### config.mk
export PLATFORM = sky130hd
export DESIGN_NAME = crc_framed_command_receiver_unit_flat
export DESIGN_NICKNAME = d
export VERILOG_FILES = /design/src/sv/crcfr_pkg.sv /design/src/sv/crcfr_in_if.sv /design/src/sv/crcfr_out_if.sv /design/src/sv/crc_framed_command_receiver_unit.sv /design/src/sv/crcfr_regs.sv /design/src/sv/crcfr_ctrl.sv /design/src/sv/crcfr_dp.sv /design/src/flat_wrapper.sv
export SDC_FILE = /design/constraint.sdc
export NUM_CORES = 1
export LEC_CHECK = 0
export BUFFER_PORTS_ARGS = -buffer_cell sky130_fd_sc_hd__buf_2
export CORE_MARGIN = 4
export CORE_UTILIZATION = 54
export CTS_CLUSTER_SIZE = 24
export DETAILED_ROUTE_END_ITERATION = 12
export PLACE_DENSITY = 0.73
export SLEW_MARGIN = 10
export SYNTH_ARGS = -nofsm -noshare
export SYNTH_HDL_FRONTEND = slang
export SYNTH_SLANG_ARGS = --single-unit
### constraint.sdc
create_clock -name clk -period 8.2 [get_ports clk]
set_input_delay 0.82 -clock clk [delete_from_list [all_inputs] [get_ports clk]]
set_output_delay 0.82 -clock clk [all_outputs]
set_load 0.01 [all_outputs]
### src/sv/crcfr_pkg.sv
// Package for the CRC-framed command receiver: constants, controller state type,
// the control and status structs between the controller and the datapath, and the CRC byte step.
// No dependencies.
`default_nettype none

package crcfr_pkg;

  // Frame layout
  localparam int          FRAME_LEN_I = 8;
  localparam int          FIDX_W      = $clog2(FRAME_LEN_I);
  localparam int          CNT_W       = $clog2(FRAME_LEN_I + 1);
  localparam logic [CNT_W-1:0] FRAME_LEN = CNT_W'(FRAME_LEN_I);
  localparam int          CRC_LEN     = 6;
  localparam logic [FIDX_W-1:0] CRC_LAST = FIDX_W'(CRC_LEN - 1);
  localparam logic [FIDX_W-1:0] BYTE_WORD_HI = FIDX_W'(0);
  localparam logic [FIDX_W-1:0] BYTE_WORD_LO = FIDX_W'(1);
  localparam logic [FIDX_W-1:0] BYTE_RUN     = FIDX_W'(2);
  localparam logic [FIDX_W-1:0] BYTE_CRC_LO  = FIDX_W'(6);
  localparam logic [FIDX_W-1:0] BYTE_CRC_HI  = FIDX_W'(7);

  // CRC-16, reflected
  localparam logic [15:0] CRC_POLY = 16'hA001;
  localparam logic [15:0] CRC_INIT = 16'hFFFF;

  // Run command codes in frame byte 2
  localparam logic [7:0] RUN_ON  = 8'h01;
  localparam logic [7:0] RUN_OFF = 8'h00;

  // Item kinds
  localparam logic OP_BYTE = 1'b0;
  localparam logic OP_TICK = 1'b1;

  // Configuration
  localparam int          POLE_W      = 7;
  localparam int          SPEED_W     = 16;
  localparam int          PROD_W      = SPEED_W + POLE_W;
  localparam logic [POLE_W-1:0]  POLE_RESET  = 7'd2;
  localparam logic [SPEED_W-1:0] LIMIT_RESET = 16'd3500;
  localparam int          PADDR_W     = 3;
  localparam int          PDATA_W     = 32;
  // register index is paddr[2]
  localparam logic REG_POLE_COUNT  = 1'b0;
  localparam logic REG_SPEED_LIMIT = 1'b1;

  typedef struct packed {
    logic [POLE_W-1:0]  pole_count;
    logic [SPEED_W-1:0] speed_limit;
  } cfg_t;

  typedef enum logic [1:0] {
    ST_IDLE,
    ST_CRC,
    ST_DONE
  } ctrl_state_t;

  typedef struct packed {
    logic take_item;  // input transfer this cycle
    logic crc_init;   // preset CRC and byte index
    logic crc_step;   // fold one stored byte into the CRC
    logic finish;     // apply frame and load result register
  } dp_cmd_t;

  typedef struct packed {
    logic check_needed; // the offered tick triggers a frame check
    logic crc_last;     // last CRC byte is being folded
  } dp_sts_t;

  function automatic logic [15:0] crc16_byte(input logic [15:0] crc_in,
                                             input logic [7:0]  data);
    logic [15:0] c;
    c = crc_in ^ {8'h00, data};
    for (int i = 0; i < 8; i++) begin
      if (c[0]) begin
        c = (c >> 1) ^ CRC_POLY;
      end else begin
        c = c >> 1;
      end
    end
    return c;
  endfunction

endpackage

`default_nettype wire

### src/sv/crcfr_in_if.sv
// Input channel of the frame receiver: valid/ready with item kind and data byte.
// Depends on nothing.
`default_nettype none

interface crcfr_in_if;
  logic       valid;
  logic       ready;
  logic       op;
  logic [7:0] rx_byte;

  modport source (output valid, output op, output rx_byte, input ready);
  modport sink   (input valid, input op, input rx_byte, output ready);
endinterface

`default_nettype wire

### src/sv/crcfr_out_if.sv
// Result channel of the frame receiver: valid/ready with check outcome and drive commands.
// Depends on nothing.
`default_nettype none

interface crcfr_out_if;
  logic        valid;
  logic        ready;
  logic        crc_ok;
  logic        run_command;
  logic [15:0] speed_reference;

  modport source (output valid, output crc_ok, output run_command, output speed_reference,
                  input ready);
  modport sink   (input valid, input crc_ok, input run_command, input speed_reference,
                  output ready);
endinterface

`default_nettype wire

### src/sv/crc_framed_command_receiver_unit.sv
// Top level of the CRC-framed command receiver: configuration registers, controller, datapath.
// Depends on crcfr_pkg, crcfr_in_if, crcfr_out_if, crcfr_regs, crcfr_ctrl, crcfr_dp.
//
//   channel  dir  handshake               payload
//   in_if    in   valid/ready             op, rx_byte
//   out_if   out  valid/ready             crc_ok, run_command, speed_reference
//   apb      in   psel/penable/pwrite     paddr, pwdata -> prdata (pready tied high)
//
// A byte or a tick that checks nothing is taken in the idle state; the next item is taken next cycle.
// A tick that checks a full frame is handled in steps: accept, six CRC byte steps (one stored
// byte folded per cycle), then verdict and result load; the product is registered in the walk.
// The result register frees the input side: only a verdict that finds it still full waits.
// rst_n is synchronous; counters, run flag, speed and registers reset, the frame store does not.
`default_nettype none

module crc_framed_command_receiver_unit #(
  parameter int IDLE_SATURATE = 5
) (
  input  wire logic                          clk,
  input  wire logic                          rst_n,
  crcfr_in_if.sink                           in_if,
  crcfr_out_if.source                        out_if,
  input  wire logic                          psel,
  input  wire logic                          penable,
  input  wire logic                          pwrite,
  input  wire logic [crcfr_pkg::PADDR_W-1:0] paddr,
  input  wire logic [crcfr_pkg::PDATA_W-1:0] pwdata,
  output      logic [crcfr_pkg::PDATA_W-1:0] prdata,
  output      logic                          pready
);

  crcfr_pkg::cfg_t    cfg;
  crcfr_pkg::dp_cmd_t cmd;
  crcfr_pkg::dp_sts_t sts;

  crcfr_regs u_regs (
    .clk     (clk),
    .rst_n   (rst_n),
    .psel    (psel),
    .penable (penable),
    .pwrite  (pwrite),
    .paddr   (paddr),
    .pwdata  (pwdata),
    .prdata  (prdata),
    .pready  (pready),
    .cfg     (cfg)
  );

  crcfr_ctrl u_ctrl (
    .clk       (clk),
    .rst_n     (rst_n),
    .in_valid  (in_if.valid),
    .in_ready  (in_if.ready),
    .out_valid (out_if.valid),
    .out_ready (out_if.ready),
    .sts       (sts),
    .cmd       (cmd)
  );

  crcfr_dp #(
    .IDLE_SATURATE (IDLE_SATURATE)
  ) u_dp (
    .clk                 (clk),
    .rst_n               (rst_n),
    .cmd                 (cmd),
    .sts                 (sts),
    .cfg                 (cfg),
    .in_op               (in_if.op),
    .in_rx_byte          (in_if.rx_byte),
    .out_crc_ok          (out_if.crc_ok),
    .out_run_command     (out_if.run_command),
    .out_speed_reference (out_if.speed_reference)
  );

endmodule

`default_nettype wire

### src/sv/crcfr_regs.sv
// APB-style configuration registers: pole count and speed limit.
// Depends on crcfr_pkg.
`default_nettype none

module crcfr_regs (
  input  wire logic                          clk,
  input  wire logic                          rst_n,
  input  wire logic                          psel,
  input  wire logic                          penable,
  input  wire logic                          pwrite,
  input  wire logic [crcfr_pkg::PADDR_W-1:0] paddr,
  input  wire logic [crcfr_pkg::PDATA_W-1:0] pwdata,
  output      logic [crcfr_pkg::PDATA_W-1:0] prdata,
  output      logic                          pready,
  output      crcfr_pkg::cfg_t               cfg
);

  crcfr_pkg::cfg_t cfg_r, cfg_nxt;
  logic            wr_en;

  assign pready = 1'b1;
  assign wr_en  = psel & penable & pwrite & pready;
  assign cfg    = cfg_r;

  always_comb begin
    cfg_nxt = cfg_r;
    if (wr_en) begin
      unique case (paddr[2])
        crcfr_pkg::REG_POLE_COUNT:  cfg_nxt.pole_count  = pwdata[crcfr_pkg::POLE_W-1:0];
        crcfr_pkg::REG_SPEED_LIMIT: cfg_nxt.speed_limit = pwdata[crcfr_pkg::SPEED_W-1:0];
        default: cfg_nxt = cfg_r;
      endcase
    end
  end

  always_comb begin
    unique case (paddr[2])
      crcfr_pkg::REG_POLE_COUNT:
        prdata = {{(crcfr_pkg::PDATA_W-crcfr_pkg::POLE_W){1'b0}}, cfg_r.pole_count};
      crcfr_pkg::REG_SPEED_LIMIT:
        prdata = {{(crcfr_pkg::PDATA_W-crcfr_pkg::SPEED_W){1'b0}}, cfg_r.speed_limit};
      default: prdata = '0;
    endcase
  end

  always_ff @(posedge clk) begin
    if (!rst_n) begin
      cfg_r.pole_count  <= crcfr_pkg::POLE_RESET;
      cfg_r.speed_limit <= crcfr_pkg::LIMIT_RESET;
    end else begin
      cfg_r <= cfg_nxt;
    end
  end

endmodule

`default_nettype wire

### src/sv/crcfr_ctrl.sv
// Controller of the frame receiver: sequences input transfer, CRC walk and result load,
// and owns the result valid flag. Depends on crcfr_pkg.
`default_nettype none

module crcfr_ctrl (
  input  wire logic               clk,
  input  wire logic               rst_n,
  input  wire logic               in_valid,
  output      logic               in_ready,
  output      logic               out_valid,
  input  wire logic               out_ready,
  input  wire crcfr_pkg::dp_sts_t sts,
  output      crcfr_pkg::dp_cmd_t cmd
);

  crcfr_pkg::ctrl_state_t state_r, state_nxt;
  logic                   out_valid_r, out_valid_nxt;
  logic                   slot_free;

  assign slot_free = !out_valid_r || out_ready;
  assign out_valid = out_valid_r;

  always_comb begin
    state_nxt = state_r;
    cmd       = '0;
    in_ready  = 1'b0;
    unique case (state_r)
      crcfr_pkg::ST_IDLE: begin
        in_ready = 1'b1;
        if (in_valid) begin
          cmd.take_item = 1'b1;
          if (sts.check_needed) begin
            cmd.crc_init = 1'b1;
            state_nxt    = crcfr_pkg::ST_CRC;
          end
        end
      end
      crcfr_pkg::ST_CRC: begin
        cmd.crc_step = 1'b1;
        if (sts.crc_last) begin
          state_nxt = crcfr_pkg::ST_DONE;
        end
      end
      crcfr_pkg::ST_DONE: begin
        // hold the verdict until the result register can take it
        if (slot_free) begin
          cmd.finish = 1'b1;
          state_nxt  = crcfr_pkg::ST_IDLE;
        end
      end
      default: state_nxt = crcfr_pkg::ST_IDLE;
    endcase
  end

  always_comb begin
    if (cmd.finish) begin
      out_valid_nxt = 1'b1;
    end else if (out_ready) begin
      out_valid_nxt = 1'b0;
    end else begin
      out_valid_nxt = out_valid_r;
    end
  end

  always_ff @(posedge clk) begin
    if (!rst_n) begin
      state_r     <= crcfr_pkg::ST_IDLE;
      out_valid_r <= 1'b0;
    end else begin
      state_r     <= state_nxt;
      out_valid_r <= out_valid_nxt;
    end
  end

  a_finish_slot: assert property (@(posedge clk) disable iff (!rst_n)
    cmd.finish |-> (!out_valid_r || out_ready))
    else $error("result loaded over a pending transfer");

  a_init_to_crc: assert property (@(posedge clk) disable iff (!rst_n)
    cmd.crc_init |=> (state_r == crcfr_pkg::ST_CRC))
    else $error("check start did not enter CRC walk");

  a_crc_end: assert property (@(posedge clk) disable iff (!rst_n)
    (state_r == crcfr_pkg::ST_CRC && sts.crc_last) |=> (state_r == crcfr_pkg::ST_DONE))
    else $error("CRC walk did not end on its last byte");

  a_no_take_busy: assert property (@(posedge clk) disable iff (!rst_n)
    (state_r != crcfr_pkg::ST_IDLE) |-> !cmd.take_item)
    else $error("item taken during a frame check");

endmodule

`default_nettype wire

### src/sv/crcfr_dp.sv
// Datapath of the frame receiver: frame store, byte and idle counters, CRC register,
// speed product, run/speed state and result register. Depends on crcfr_pkg.
`default_nettype none

module crcfr_dp #(
  parameter int IDLE_SATURATE = 5
) (
  input  wire logic                           clk,
  input  wire logic                           rst_n,
  input  wire crcfr_pkg::dp_cmd_t             cmd,
  output      crcfr_pkg::dp_sts_t             sts,
  input  wire crcfr_pkg::cfg_t                cfg,
  input  wire logic                           in_op,
  input  wire logic [7:0]                     in_rx_byte,
  output      logic                           out_crc_ok,
  output      logic                           out_run_command,
  output      logic [crcfr_pkg::SPEED_W-1:0]  out_speed_reference
);

  localparam int IDLE_W = $clog2(IDLE_SATURATE + 1);
  localparam logic [IDLE_W-1:0] IDLE_SAT = IDLE_W'(IDLE_SATURATE);
  localparam logic [IDLE_W-1:0] IDLE_ONE = IDLE_W'(1);
  localparam int QPROD_W = crcfr_pkg::PROD_W - 1;
  localparam logic [crcfr_pkg::CNT_W-1:0]  CNT_ONE = {{(crcfr_pkg::CNT_W-1){1'b0}}, 1'b1};
  localparam logic [crcfr_pkg::FIDX_W-1:0] IDX_ONE = {{(crcfr_pkg::FIDX_W-1){1'b0}}, 1'b1};

  logic [7:0]                    store_r [crcfr_pkg::FRAME_LEN_I];
  logic [crcfr_pkg::CNT_W-1:0]   byte_count_r, byte_count_nxt;
  logic [crcfr_pkg::CNT_W-1:0]   calt_r, calt_nxt;
  logic [IDLE_W-1:0]             idle_r, idle_nxt, idle_adv;
  logic                          store_we;
  logic [15:0]                   crc_r;
  logic [crcfr_pkg::FIDX_W-1:0]  idx_r;
  logic [QPROD_W-1:0]            prod_r;
  logic [crcfr_pkg::PROD_W-1:0]  prod_full;
  logic                          run_r, run_nxt;
  logic [crcfr_pkg::SPEED_W-1:0] speed_r, speed_nxt, speed_sat;
  logic                          crc_ok;
  logic                          out_crc_ok_r;
  logic                          out_run_r;
  logic [crcfr_pkg::SPEED_W-1:0] out_speed_r;

  // Tick bookkeeping
  always_comb begin
    if (byte_count_r == calt_r && idle_r < IDLE_SAT) begin
      idle_adv = idle_r + IDLE_ONE;
    end else begin
      idle_adv = idle_r;
    end
  end

  assign sts.check_needed = (in_op == crcfr_pkg::OP_TICK) &&
                            (byte_count_r == crcfr_pkg::FRAME_LEN) && (idle_adv == '0);
  assign sts.crc_last     = (idx_r == crcfr_pkg::CRC_LAST);

  always_comb begin
    byte_count_nxt = byte_count_r;
    calt_nxt       = calt_r;
    idle_nxt       = idle_r;
    store_we       = 1'b0;
    if (cmd.take_item) begin
      if (in_op == crcfr_pkg::OP_BYTE) begin
        idle_nxt = '0;
        if (byte_count_r < crcfr_pkg::FRAME_LEN) begin
          store_we       = 1'b1;
          byte_count_nxt = byte_count_r + CNT_ONE;
        end
      end else if (byte_count_r == '0) begin
        idle_nxt = '0;
        calt_nxt = '0;
      end else if (byte_count_r < crcfr_pkg::FRAME_LEN && idle_adv <= IDLE_ONE) begin
        idle_nxt = idle_adv;
        calt_nxt = byte_count_r;
      end else begin
        // partial frame gone idle, or full frame (checked or not): drop it
        byte_count_nxt = '0;
        calt_nxt       = '0;
        idle_nxt       = '0;
      end
    end
  end

  // Frame verdict and applied state
  assign prod_full = {{crcfr_pkg::POLE_W{1'b0}}, store_r[crcfr_pkg::BYTE_WORD_HI],
                      store_r[crcfr_pkg::BYTE_WORD_LO]}
                   * {{crcfr_pkg::SPEED_W{1'b0}}, cfg.pole_count};

  assign crc_ok = (store_r[crcfr_pkg::BYTE_CRC_LO] == crc_r[7:0]) &&
                  (store_r[crcfr_pkg::BYTE_CRC_HI] == crc_r[15:8]);

  always_comb begin
    if (prod_r > {{(QPROD_W-crcfr_pkg::SPEED_W){1'b0}}, cfg.speed_limit}) begin
      speed_sat = cfg.speed_limit;
    end else begin
      speed_sat = prod_r[crcfr_pkg::SPEED_W-1:0];
    end
  end

  always_comb begin
    run_nxt   = run_r;
    speed_nxt = speed_r;
    if (cmd.finish && crc_ok) begin
      speed_nxt = speed_sat;
      if (store_r[crcfr_pkg::BYTE_RUN] == crcfr_pkg::RUN_ON) begin
        run_nxt = 1'b1;
      end else if (store_r[crcfr_pkg::BYTE_RUN] == crcfr_pkg::RUN_OFF) begin
        run_nxt = 1'b0;
      end
    end
  end

  always_ff @(posedge clk) begin
    if (!rst_n) begin
      byte_count_r <= '0;
      calt_r       <= '0;
      idle_r       <= '0;
      run_r        <= 1'b0;
      speed_r      <= '0;
    end else begin
      byte_count_r <= byte_count_nxt;
      calt_r       <= calt_nxt;
      idle_r       <= idle_nxt;
      run_r        <= run_nxt;
      speed_r      <= speed_nxt;
    end
  end

  always_ff @(posedge clk) begin
    if (cmd.take_item && store_we) begin
      store_r[byte_count_r[crcfr_pkg::FIDX_W-1:0]] <= in_rx_byte;
    end
    if (cmd.crc_init) begin
      crc_r <= crcfr_pkg::CRC_INIT;
      idx_r <= '0;
    end else if (cmd.crc_step) begin
      crc_r  <= crcfr_pkg::crc16_byte(crc_r, store_r[idx_r]);
      idx_r  <= idx_r + IDX_ONE;
      prod_r <= prod_full[crcfr_pkg::PROD_W-1:1];
    end
    if (cmd.finish) begin
      out_crc_ok_r <= crc_ok;
      out_run_r    <= run_nxt;
      out_speed_r  <= speed_nxt;
    end
  end

  assign out_crc_ok          = out_crc_ok_r;
  assign out_run_command     = out_run_r;
  assign out_speed_reference = out_speed_r;

  a_count_bound: assert property (@(posedge clk) disable iff (!rst_n)
    byte_count_r <= crcfr_pkg::FRAME_LEN)
    else $error("byte count past frame length");

  a_idle_bound: assert property (@(posedge clk) disable iff (!rst_n)
    idle_r <= IDLE_SAT)
    else $error("idle count past saturation");

  a_result_state: assert property (@(posedge clk) disable iff (!rst_n)
    cmd.finish |=> (out_run_r == run_r && out_speed_r == speed_r))
    else $error("result does not match applied state");

  a_check_drops: assert property (@(posedge clk) disable iff (!rst_n)
    (cmd.take_item && sts.check_needed) |=> (byte_count_r == '0 && idle_r == '0))
    else $error("checked frame not reset");

endmodule

`default_nettype wire
### src/flat_wrapper.sv
// flat-port wrapper written by rule: the top's interface ports become plain ports
module crc_framed_command_receiver_unit_flat 
#(
  parameter int IDLE_SATURATE = 5
)
  (clk, rst_n, psel, penable, pwrite, paddr, pwdata, prdata, pready, in_if_valid, in_if_op, in_if_rx_byte, in_if_ready, out_if_valid, out_if_crc_ok, out_if_run_command, out_if_speed_reference, out_if_ready);
  crcfr_in_if in_if_i ();
  crcfr_out_if out_if_i ();
  input  wire logic clk;
  input  wire logic rst_n;
  input  wire logic psel;
  input  wire logic penable;
  input  wire logic pwrite;
  input  wire logic [crcfr_pkg::PADDR_W-1:0] paddr;
  input  wire logic [crcfr_pkg::PDATA_W-1:0] pwdata;
  output      logic [crcfr_pkg::PDATA_W-1:0] prdata;
  output      logic pready;
  input wire logic [$bits(in_if_i.valid)-1:0] in_if_valid;
  input wire logic [$bits(in_if_i.op)-1:0] in_if_op;
  input wire logic [$bits(in_if_i.rx_byte)-1:0] in_if_rx_byte;
  output wire logic [$bits(in_if_i.ready)-1:0] in_if_ready;
  output wire logic [$bits(out_if_i.valid)-1:0] out_if_valid;
  output wire logic [$bits(out_if_i.crc_ok)-1:0] out_if_crc_ok;
  output wire logic [$bits(out_if_i.run_command)-1:0] out_if_run_command;
  output wire logic [$bits(out_if_i.speed_reference)-1:0] out_if_speed_reference;
  input wire logic [$bits(out_if_i.ready)-1:0] out_if_ready;
  assign in_if_i.valid = in_if_valid;
  assign in_if_i.op = in_if_op;
  assign in_if_i.rx_byte = in_if_rx_byte;
  assign in_if_ready = in_if_i.ready;
  assign out_if_valid = out_if_i.valid;
  assign out_if_crc_ok = out_if_i.crc_ok;
  assign out_if_run_command = out_if_i.run_command;
  assign out_if_speed_reference = out_if_i.speed_reference;
  assign out_if_i.ready = out_if_ready;
  crc_framed_command_receiver_unit #(.IDLE_SATURATE(IDLE_SATURATE)) u_core (.clk(clk), .rst_n(rst_n), .in_if(in_if_i), .out_if(out_if_i), .psel(psel), .penable(penable), .pwrite(pwrite), .paddr(paddr), .pwdata(pwdata), .prdata(prdata), .pready(pready));
endmodule
# Yosys cells after proc, flatten, opt, wreduce, memory -nomap -nowiden
# Memories as Yosys holds them, arrays and structs flattened. A register that Yosys moved wholly into a read port is not among the register bits.
# Cells that the tools add are included.
[op_classes] n_addsub=3 multipliers=1 n_div=0 order_cmp=4 n_eq_ne=13 shift=0 n_mux=58 n_bitwise=13 n_reduce_logical=21
[op_table] operator="16-bit two-way mux" count=24
[op_table] operator="32-bit case mux with 2 select lines" count=1
[op_table] operator="2-bit inverter with 3-bit output" count=8
[op_table] operator="16-bit by 7-bit multiplier with 23-bit output" count=1
[op_table] operator="22-bit by 16-bit > comparator with 1-bit output" count=1
[op_table] operator="4-bit two-way mux" count=5
[op_table] operator="3-bit two-way mux" count=6
[op_table] operator="8-bit equality test" count=2
[op_table] operator="16-bit by 8-bit bitwise XOR with 16-bit output" count=1
[op_table] operator="1-bit two-way mux" count=15
[op_table] operator="2-bit two-way mux" count=6
[op_table] operator="8-bit by 1-bit equality test with 1-bit output, second input constant" count=1
[op_table] operator="8-bit logical NOT" count=1
[op_table] operator="2-bit AND reduction" count=4
[op_table] operator="1-bit logical AND" count=7
[op_table] operator="3-bit by 1-bit adder with 3-bit output, second input constant" count=2
[op_table] operator="2-bit inequality test, second input constant" count=3
[op_table] operator="2-bit case mux with 3 select lines" count=1
[op_table] operator="4-bit by 1-bit adder with 4-bit output, second input constant" count=1
[op_table] operator="4-bit equality test" count=1
[op_table] operator="4-bit equality test, second input constant" count=1
[op_table] operator="4-bit logical NOT" count=1
[op_table] operator="4-bit less-than comparator, second input constant" count=1
[op_table] operator="2-bit by 1-bit inequality test with 1-bit output, second input constant" count=2
[op_table] operator="other kinds (14)" count=17
[word_totals] ff_bits=113 latch_bits=0 ramBits=64 rom_bits=0 input_bits=51 out_inout_bits=53 memories=1
[memory_table] memory="u_core.u_dp.store_r" depth=8 word_bits=8 rd=6 rd_clocked_by_memory_dff=1 write_ports=1 line="crcfr_dp.sv:27" text="logic [7:0] store_r [crcfr_pkg::FRAME_LEN_I];"

# Logic depth before layout (Yosys ltp)
# Gate-level depths: netlist of run 1.
[depth] depth_word=35 ltp_mapped=19 ltp_nobuf=18

# Hierarchy
# A second synthesis of run 1 with hierarchy kept.
[hier_totals] hier_cells=1051 hier_area_um2=11541.1
[modules_own_cells] mod="crcfr_dp" n_inst=1 cells_each=896 area_per_inst_um2=10104.7
[modules_own_cells] mod="crcfr_regs" n_inst=1 cells_each=136 area_per_inst_um2=1262.5
[modules_own_cells] mod="crcfr_ctrl" n_inst=1 cells_each=19 area_per_inst_um2=173.9

# Least setup slack after synthesis of run 1
# Ideal clock, no wire load.
[synth_path] path_type="register to register" startpoint="register u_core.u_regs.cfg_r, in the netlist u_core.u_regs.cfg[22]" endpoint="register u_core.u_dp.prod_r[20], data pin" setup_ps=258 arrival_ps=4718 required_ps=7942 slack_ps=3224 stages_incl_launch_ff=18 synth_period_minus_slack_ps=4976 path_cell_list="dfxtp_1 clkbuf_1 and2_1 fa_1 fa_1 fa_1 inv_1 fa_1 inv_1 ha_1 o21a_1 o21a_1 o21ai_1 o21ai_1 a2111oi_0 o31ai_1 o22ai_1 xnor2_1"
[synth_via] elab_chain_len=1
[synth_lines] item="from (decl)" line="crcfr_regs.sv:18" text="crcfr_pkg::cfg_t cfg_r, cfg_nxt;"
[synth_lines] item="from (signal assigned)" line="crcfr_regs.sv:51" text="cfg_r <= cfg_nxt;"
[synth_lines] item="16-bit by 7-bit multiplier with 23-bit output" line="crcfr_dp.sv:86" text="* {{crcfr_pkg::SPEED_W{1'b0}}, cfg.pole_count};"
[synth_lines] item="net u_core.u_dp.prod_full, one bit" line="crcfr_dp.sv:35" text="logic [crcfr_pkg::PROD_W-1:0] prod_full;"
[synth_lines] item="to (signal assigned)" line="crcfr_dp.sv:138" text="prod_r <= prod_full[crcfr_pkg::PROD_W-1:1];"
[synth_lines] item="to (decl)" line="crcfr_dp.sv:34" text="logic [QPROD_W-1:0] prod_r;"
# The timed path passes the listed nets, and every way through them passes these cells.
# A chain may end at the register's enable or synchronous reset.

# Final worst setup path of run 1
[layout_path] startpoint="register u_core.u_regs.cfg_r, in the netlist u_core.u_regs.cfg[21]" endpoint="register u_core.u_dp.prod_r[20], data pin"
# The elaborated chain is that of the path after synthesis.

==> results of run 1 <==
[registers in the layout, summed over array words and instances, names as in the netlist, named ones only]
register	flops
u_core.u_dp.store_r	64
u_core.u_dp.out_speed_reference	16
u_core.u_dp.crc_r	16
u_core.u_dp.speed_r	16
u_core.u_dp.out_run_command	1
u_core.u_dp.idle_r	3
u_core.u_dp.out_crc_ok	1
u_core.u_ctrl.state_r	2
u_core.u_dp.idx_r	3
u_core.u_dp.prod_r	22
u_core.u_dp.byte_count_r	4
u_core.u_dp.calt_r	4
u_core.u_ctrl.out_valid	1
u_core.u_regs.cfg	23
u_core.u_dp.run_r	1
[worst max-delay path, cell delays in order (launching register included)]
cell,delay (ns)
dfxtp_1,0.75
and2_1,0.25
fa_1,0.46
fa_1,0.52
fa_1,0.54
inv_1,0.06
fa_1,0.53
inv_1,0.04
ha_1,0.33
a211oi_1,0.26
nand3_1,0.10
a21oi_1,0.26
o21ai_1,0.18
a2111oi_0,0.59
o31ai_1,0.20
o22ai_1,0.22
xnor2_1,0.08
[cells by family after synthesis]
logic type               Yosys count
AO/OA/AOI/OAI                    173
XOR/XNOR                          64
adder cells (fa/ha/maj)          131
buffers and inverters            164
flip-flops                       180
multiplexers                      33
other                              2
AND/OR/NAND/NOR                  344
[layout make-up]
cell class | instances | area (sq um) | area share
Clock buffer | 18 | 429.2 | 0.03427
Multi-Input combinational cell | 762 | 6192 | 0.4945
Inverter | 104 | 390.4 | 0.03118
Sequential cell | 180 | 4644 | 0.3709
Timing Repair Buffer | 74 | 385.4 | 0.03078
Clock inverter | 14 | 136.4 | 0.01089
Tap cell | 275 | 344.1 | 0.02748
[per-layer routing]
layer,global-route usage,share of wire,vias up
met5,0,0,-
met2,0.3330,0.48,208
li1,-,-,3794
met4,0.05845,0.015,0
met3,0.03377,0.053,25
met1,0.2910,0.45,3956
[layout by cell type (no fill, tap or decap), types with 23 or more instances in the layout]
cell type / Yosys / layout
nand2_1: 107 / 107
inv_1: 104 / 104
edfxtp_1: 104 / 104
and2_1: 97 / 96
dfxtp_1: 76 / 76
fa_1: 69 / 69
buf_2: 2 / 68
ha_1: 62 / 62
nor2_1: 58 / 58
xnor2_1: 43 / 43
nand3_1: 33 / 33
a31oi_1: 32 / 32
o21ai_0: 25 / 25
o21ai_1: 23 / 23
[metrics by stage]
| step | total power, mW | worst slack (ns) | hold WS [ns] | instance area (sq um) |
|---|---|---|---|---|
| after floorplan | 1.305 | 3.224 | 0.4535 | 11540 |
| after global placement | 1.364 | 2.613 | 0.4702 | 11960 |
| after detailed placement | 1.371 | 2.590 | 0.4779 | 11960 |
| after CTS | 2.152 | 2.552 | 0.4893 | 12520 |
| after global routing | 2.231 | 2.208 | 0.5157 | 12520 |
| final | 2.140 | 2.574 | 0.4935 | 12520 |
[report_power, final]
group | total (mW) | internal, mW | switching, mW
Clock | 0.787 | 0.403 | 0.383
Combinational | 0.334 | 0.166 | 0.168
Sequential | 1.02 | 0.978 | 0.0413
Total | 2.14 | 1.55 | 0.592
[worst paths after layout]
path,cells after the start,slack (ns),end,startpoint
worst max-delay path,16,2.57,u_core.u_dp.prod_r[20],u_core.u_regs.cfg[21]
worst min-delay path,2,0.49,u_core.u_ctrl.state_r[0],u_core.u_ctrl.state_r[0]
worst max register to register,16,2.57,u_core.u_dp.prod_r[20],u_core.u_regs.cfg[21]
worst min register to register,2,0.49,u_core.u_ctrl.state_r[0],u_core.u_ctrl.state_r[0]
==> results.py, run 1 <==
metrics = {
    "die": {
        "core_area_sq_mm": 0.02096,
        "start_util": 0.5481,
        "die_h_um": 153.8,
        "ioPinCount": 104,
        "std_cell_rows": 53,
        "fp.dieW_um": 153.8,
        "die-area_sq_mm": 0.02367,
    },
    "cts": {
        "cts_made_buffers": 17,
        "postCtsResizedCells": 0,
        "cts_tree": "done",
        "cts_sinks": 180,
        "clockBufferDepth": 2,
        "cts_hold_buffers": 0,
        "root_buffer": "clkbuf_16",
        "htreeDepth": 4,
        "clk_pin_slew_worst_paths_ns": 0.07,
        "cts_setup_buffers": 0,
        "clock_latency_ns": 0.44,
    },
    "yosys": {
        "syn_avg_cell_area_sq_um": 10.53,
        "synth_xor_area_frac": 0.05425,
        "ys_ff_latch": 180,
        "synth_most_common_cell": "nand2_1",
        "synth_area_leaders": "edfxtp_1 (27%), dfxtp_1 (13%), fa_1 (12%)",
        "yosysTopAreaCell": "edfxtp_1",
        "synth_adder_area_share": 0.1878,
        "synth_ff_type": "edfxtp_1",
        "synthSimpleGateAreaFrac": 0.1476,
        "synth.distinct_cells": 59,
        "synthArstFlopShare": 0,
        "yosys_warnings": 0,
        "synthMuxAreaShare": 0.04739,
        "yosys-top-cells-count": "nand2_1 (107), edfxtp_1 (104), inv_1 (104)",
        "synth-compound-area-share": 0.09619,
        "ys_seq_area_frac": 0.4044,
        "synth_edf_count": 104,
        "synth_area_sq_mm": 0.01149,
        "synth_top_area_frac": 0.2719,
        "synth_top_family_by_area": "adder cells",
        "synth_cells": 1091,
    },
    "detailed_routing": {
        "route.vias.total": 7983,
        "drt_first_pass_iters": 5,
        "drc": 0,
        "ant_nets": 0,
        "vias_per_cell": 5.594,
        "wl_per_cell_um": 16.85,
        "routed_wl_mm": 24.04,
        "drt_iter0_drc": 543,
    },
    "setup_path": {
        "cp-end-kind": "flip-flop",
        "start_kind": "flip-flop",
        "worstPathRequired_ns": 8.39,
        "crit_type": "reg -> reg",
        "crit_fanout": 18,
        "crit_arrival_ns": 5.81,
    },
    "global_routing": {
        "first_global_vias": 7889,
        "grt_first_pass_wirelength_mm": 39.56,
        "grt.total_usage": 0.2062,
        "overflow": 0,
        "grt_max_degree": 66,
        "antenna_found_initial": 0,
    },
    "timing": {
        "setup_violations": 0,
        "post-route-period-util": 0.6860,
        "tns_ns": 0,
        "worst_slew_pin_slew_ns": 1.046,
        "fin_skew_ns": 0.01618,
        "fin_crit_ns": 5.626,
        "fmax_ghz": 0.1778,
        "rsz0062_at_grt": "false",
        "slew_headroom": 0.3025,
        "slew_violations": 0,
        "hold_violations": 0,
    },
    "final_layout": {
        "fillCellCount": 1769,
        "finalNetCount": 1321,
        "fin_util": 0.5976,
        "n_antenna_cell": 0,
        "areaGrowthSynthToFinish_pct": 9.020,
        "drive_above_1_share": 0.1172,
        "instances_no_fill": 1427,
    },
    "power": {
        "p_leak_nw": 5.411,
        "power_density_mw_per_mm2": 170.9,
        "peakVddDrop_v": 0.0001306,
    },
    "worst_hold_path": {
        "min_path_type": "reg -> reg",
    },
    "placement": {
        "place_hpwl_mm": 17.77,
        "port_buffers": 68,
        "gp_congestion": 0.8402,
        "post-place-cells": 1395,
    },
    "run": {
        "drv_cap": 0,
    },
    "outcome": {
        "status": "finished clean",
    },
}
(Power assumes the default switching activity.)
==> run 2, diff against run 1 <==
Settings changed: PLACE_DENSITY 0.73 to 0.76.
Clock period 8.2 ns to 4.7 ns, I/O delays scaled along.
==> results.py, run 2 (same netlist as run 1, synthesis figures left out) <==
metrics = {
    "outcome": {
        "status": "finished with violations",
        "violations": "setup timing",
    },
    "power": {
        "p_leak_nw": 5.841,
        "combPwrFrac": 0.179,
        "p_sw_frac": 0.2914,
        "switchingPower_mw": 1.145,
        "clkPwrFrac": 0.373,
        "peakVddDrop_v": 0.0002177,
        "power_density_mw_per_mm2": 291.8,
        "pwr-share-seq": 0.447,
        "p_int_mw": 2.785,
        "power.total_mw": 3.930,
    },
    "timing": {
        "tns_ns": -0.3552,
        "fin_skew_ns": 0.01709,
        "slew_headroom": 0.3216,
        "worst_slew_pin_slew_ns": 1.018,
        "rsz0062_at_grt": "true",
        "fin_crit_ns": 4.810,
        "setup_violations": 5,
        "setup_slack_ns": -0.1101,
        "hold_violations": 0,
        "post-route-period-util": 1.023,
        "slew_violations": 0,
        "fmax_ghz": 0.2079,
    },
    "detailed_routing": {
        "vias_per_cell": 5.551,
        "ant_nets": 0,
        "drt_first_pass_iters": 5,
        "route.vias.total": 8366,
        "drt_iter0_drc": 483,
        "drc": 0,
        "wl_per_cell_um": 17.31,
        "routed_wl_mm": 26.08,
    },
    "cts": {
        "cts_sinks": 180,
        "root_buffer": "clkbuf_16",
        "clk_pin_slew_worst_paths_ns": 0.08,
        "cts_hold_buffers": 0,
        "clock_latency_ns": 0.44,
        "clockBufferDepth": 2,
        "htreeDepth": 4,
        "cts_made_buffers": 17,
        "cts_tree": "done",
    },
    "setup_path": {
        "worstPathRequired_ns": 4.89,
        "crit_family": "adder cells",
        "path_cells": "and2_1 -> fa_1 -> fa_1 -> fa_1 -> inv_1 -> fa_1 -> inv_1 -> ha_4 -> a211oi_2 -> nand3_2 -> a21oi_4 -> o21ai_2 -> a2111oi_4 -> o31ai_2 -> o22ai_1 -> xnor2_1",
        "start_kind": "flip-flop",
        "path_buf_inv": 2,
        "crit_type": "reg -> reg",
        "crit_fanout": 5,
        "crit_arrival_ns": 5.00,
        "cp_slowest_cell": "fa_1",
        "cpMostUsedCell": "fa_1",
        "cp-end-kind": "flip-flop",
        "cpPeakStageDelay_ns": 0.56,
    },
    "global_routing": {
        "first_global_vias": 8327,
        "grt_max_degree": 65,
        "grt_first_pass_wirelength_mm": 41.98,
        "grt.total_usage": 0.2198,
        "overflow": 0,
        "antenna_found_initial": 0,
    },
    "final_layout": {
        "mostFrequentLayoutCells": "nand2_1 (107), edfxtp_1 (104), inv_1 (94)",
        "areaGrowthSynthToFinish_pct": 17.25,
        "layout_commonest_cell": "nand2_1",
        "fin_util": 0.6427,
        "largest_reg_flops": 64,
        "drive_above_1_share": 0.2192,
        "finalNetCount": 1401,
        "n_antenna_cell": 0,
        "post-route-cell-area_sq_mm": 0.01347,
    },
    "die": {
        "std_cell_rows": 53,
        "die-area_sq_mm": 0.02367,
        "die_h_um": 153.8,
        "ioPinCount": 104,
        "start_util": 0.5481,
        "fp.dieW_um": 153.8,
        "core_area_sq_mm": 0.02096,
    },
    "placement": {
        "gp_congestion": 0.8813,
        "port_buffers": 68,
        "place_hpwl_mm": 18.59,
        "placed_cell_area_sq_mm": 0.01243,
    },
    "run": {
        "drv_cap": 0,
    },
    "worst_hold_path": {
        "min_path_type": "in -> reg",
    },
}
[run 2: path summary, 6_finish.rpt]
kind | start | end | slack, ns | cells past startpoint
max | u_core.u_dp.store_r[1][4] | u_core.u_dp.prod_r[20] | -0.11 | 16
min | pwdata[8] | u_core.u_regs.cfg[8] | 0.25 | 3
max reg2reg | u_core.u_dp.store_r[1][4] | u_core.u_dp.prod_r[20] | -0.11 | 16
min reg2reg | u_core.u_ctrl.state_r[0] | u_core.u_ctrl.state_r[0] | 0.49 | 2
[run 2: what timing repair did]
action | 4_1_cts | 5_1_grt
gates resized for setup | 36 | 23
pin swaps | 33 | 32
setup buffers | 14 | 7
setup endpoints to repair | 6 | 8
[run 2: layout make-up]
type                            count  area, sq um
Fill cell                        1607         7487
Clock buffer                       17        425.4
Tap cell                          275        344.1
Multi-Input combinational cell    762         6455
Sequential cell                   180         4652
Inverter                          104        390.4
Clock inverter                     15        203.9
Timing Repair Buffer              154        997.2
[run 2: metrics by stage]
step | cells | hold slack, ns | setup slack [ns]
after global routing | 1507 | 0.2687 | -0.3029
after global placement | 1454 | 0.4695 | -0.2608
after CTS | 1500 | 0.2469 | -0.1022
after floorplan | 1106 | 0.4535 | 0.003522
after detailed placement | 1454 | 0.4726 | -0.3390
final | 1507 | 0.2520 | -0.1101
[run 2: power groups by stage]
stage | combinational (mW) | clock (mW) | sequential [mW]
6_report | 0.705 | 1.47 | 1.76
2_1_floorplan | 0.506 | 0 | 1.77
5_1_grt | 0.775 | 1.55 | 1.76
3_3_place_gp | 0.626 | 0 | 1.79
4_1_cts | 0.682 | 1.48 | 1.76
3_5_place_dp | 0.643 | 0 | 1.79
[run 2: metal layers]
layer  up-vias  global-route usage  wire length [um]
met2       277              0.3656             12880
met5         -                   0                 0
met3        39             0.03377              1623
met1      4085              0.3031             11130
met4         0             0.06098               451
li1       3965                   -                 -
[run 2: worst register-to-register path, delay by kind of cell, from the launching register on]
family | cells | cell delay [ns]
buffers and inverters | 2 | 0.11
flip-flops | 1 | 0.48
AO/OA/AOI/OAI | 6 | 1.20
adder cells (fa/ha/maj) | 5 | 2.33
AND/OR/NAND/NOR | 2 | 0.35
XOR/XNOR | 1 | 0.09
==> run 3, diff against run 2 <==
Settings changed: CORE_MARGIN 4 to 3.
==> results.py, run 3 (same netlist as run 1, synthesis figures left out) <==
metrics = {
    "timing": {
        "worst_slew_pin_slew_ns": 1.035,
        "hold_violations": 0,
        "post-route-period-util": 1.025,
        "rsz0062_at_grt": "true",
        "fmax_ghz": 0.2076,
        "slew_violations": 0,
        "slew_headroom": 0.3100,
        "fin_crit_ns": 4.817,
        "setup_violations": 4,
        "fin_skew_ns": 0.01487,
        "tns_ns": -0.2280,
        "setup_slack_ns": -0.1167,
    },
    "power": {
        "switchingPower_mw": 1.130,
        "p_leak_nw": 5.853,
        "clkPwrFrac": 0.377,
        "peakVddDrop_v": 0.0002374,
        "p_int_mw": 2.794,
        "combPwrFrac": 0.175,
        "p_sw_frac": 0.2880,
        "power_density_mw_per_mm2": 292.8,
        "pwr-share-seq": 0.448,
        "power.total_mw": 3.925,
    },
    "detailed_routing": {
        "drt_first_pass_iters": 5,
        "routed-wl-met3_mm": 1.302,
        "wl_per_cell_um": 17.12,
        "routed_wl_mm": 25.59,
        "top_layer_used": "met4",
        "met1_length_mm": 11.31,
        "dr_wl_met2_mm": 12.61,
        "drc": 0,
        "drt_iter0_drc": 539,
        "route.vias.total": 8308,
        "ant_nets": 0,
        "vias_per_cell": 5.557,
    },
    "die": {
        "std_cell_rows": 52,
        "die-area_sq_mm": 0.02306,
        "ioPinCount": 104,
        "core_area_sq_mm": 0.02056,
        "die_h_um": 151.8,
        "start_util": 0.5587,
        "fp.dieW_um": 151.8,
    },
    "worst_hold_path": {
        "hold_depth": 3,
        "hold_path.startpoint": "pwdata[11]",
        "whs_endpoint": "u_core.u_regs.cfg[11]",
        "min_path_type": "in -> reg",
    },
    "global_routing": {
        "grt.total_usage": 0.2221,
        "first_global_vias": 8217,
        "grt_max_degree": 65,
        "overflow": 0,
        "antenna_found_initial": 0,
        "grt_first_pass_wirelength_mm": 41.92,
    },
    "cts": {
        "clk_pin_slew_worst_paths_ns": 0.08,
        "clockBufferDepth": 2,
        "htreeDepth": 4,
        "cts_sinks": 180,
        "root_buffer": "clkbuf_16",
        "cts_hold_buffers": 0,
        "clock_latency_ns": 0.44,
        "cts_tree": "done",
        "cts_made_buffers": 17,
    },
    "setup_path": {
        "ff2ff_setup_slack_ns": -0.12,
        "crit_family": "adder cells",
        "crit_arrival_ns": 5.01,
        "cpPeakStageDelay_ns": 0.56,
        "worstPathRequired_ns": 4.89,
        "r2r_end": "u_core.u_dp.prod_r[20]",
        "r2r_start": "u_core.u_dp.store_r[1][5]",
        "path_cells": "and2_4 -> fa_1 -> fa_1 -> fa_1 -> inv_1 -> fa_1 -> inv_1 -> ha_4 -> o21a_1 -> o21a_1 -> o21ai_2 -> o21ai_2 -> a2111oi_4 -> o31ai_2 -> o22ai_1 -> xnor2_1",
        "cpMostUsedCell": "fa_1",
        "crit_type": "reg -> reg",
        "worstSetupStartpoint": "u_core.u_dp.store_r[1][5]",
        "cp-end-kind": "flip-flop",
        "r2r_cells": 16,
        "path_buf_inv": 2,
        "crit_fanout": 7,
        "cp_slowest_cell": "fa_1",
        "start_kind": "flip-flop",
    },
    "final_layout": {
        "n_antenna_cell": 0,
        "largest_reg_flops": 64,
        "fillCellCount": 1544,
        "areaGrowthSynthToFinish_pct": 16.70,
        "finalNetCount": 1394,
        "layout_commonest_cell": "nand2_1",
        "mostFrequentLayoutCells": "nand2_1 (107), edfxtp_1 (104), inv_1 (101)",
        "drive_above_1_share": 0.2114,
    },
    "outcome": {
        "status": "finished with violations",
        "violations": "setup timing",
    },
    "run": {
        "drv_cap": 0,
    },
    "placement": {
        "port_buffers": 68,
        "gp_congestion": 0.8847,
        "place_hpwl_mm": 18.60,
    },
}
==> run 3: cell types whose count changed in the layout (fill, tap and decap cells not counted), sizes merged <==
cell      change
clkinv        -4
inv           +6
clkinvlp      -2
buf           -7
==> run 3: worst max-delay path by stage <==
stage / to / slack [ns] / cells past startpoint
final: u_core.u_dp.prod_r[20] / -0.12 / 16
after floorplan: u_core.u_dp.prod_r[20] / 0.004 / 17
after CTS: u_core.u_dp.prod_r[20] / -0.07 / 17
after detailed placement: u_core.u_dp.prod_r[20] / -0.43 / 16
after global routing: u_core.u_dp.prod_r[20] / -0.31 / 17
after global placement: u_core.u_dp.prod_r[20] / -0.27 / 16
==> run 3: worst register-to-register path, cell delays in order, from the launching register on <==
cell and delay [ns]:
edfxtp_1 0.52, and2_4 0.20, fa_1 0.56, fa_1 0.45, fa_1 0.55, inv_1 0.06
fa_1 0.43, inv_1 0.11, ha_4 0.22, o21a_1 0.17, o21a_1 0.22, o21ai_2 0.16
o21ai_2 0.10, a2111oi_4 0.42, o31ai_2 0.13, o22ai_1 0.21, xnor2_1 0.09
==> run 3: layout make-up <==
type	instances	area, sq um	share of cell area
clock inverters	15	207.7	0.01550
multi-input cells	762	6449	0.4811
flip-flops and latches	180	4657	0.3474
clock buffers	17	425.4	0.03174
well taps	270	337.8	0.02520
repair buffers	147	937.1	0.06992
inverters	104	390.4	0.02912
==> run 3: layer usage <==
metal | vias to the layer above | global-route usage
met5 | - | 0
met4 | 0 | 0.06079
met3 | 29 | 0.03157
met2 | 273 | 0.3696
met1 | 4071 | 0.3086
li1 | 3935 | -
==> run 3: power groups by stage <==
stage,logic [mW],clock network [mW],registers (mW)
2_1_floorplan,0.506,0,1.77
3_3_place_gp,0.625,0,1.79
3_5_place_dp,0.638,0,1.79
4_1_cts,0.672,1.50,1.76
5_1_grt,0.756,1.57,1.76
6_report,0.687,1.48,1.76
==> run 3: repair_timing <==
action,CTS,global route
setup endpoints to repair,6,8
buffers inserted,9,5
pin swaps,37,24
resized for setup,43,13
==> run 3: through the flow <==
| step | utilization | setup slack, ns | cell area, sq um | hold slack (ns) | instances |
|---|---|---|---|---|---|
| floorplan | - | 0.003522 | 11580 | 0.4535 | 1106 |
| global placement | 0.6042 | -0.2736 | 12420 | 0.4704 | 1449 |
| detailed placement | 0.6042 | -0.4343 | 12420 | 0.4715 | 1449 |
| CTS | 0.6477 | -0.07016 | 13320 | 0.2454 | 1490 |
| global route | 0.6520 | -0.3095 | 13400 | 0.2574 | 1495 |
| finish | 0.6520 | -0.1167 | 13400 | 0.2523 | 1495 |
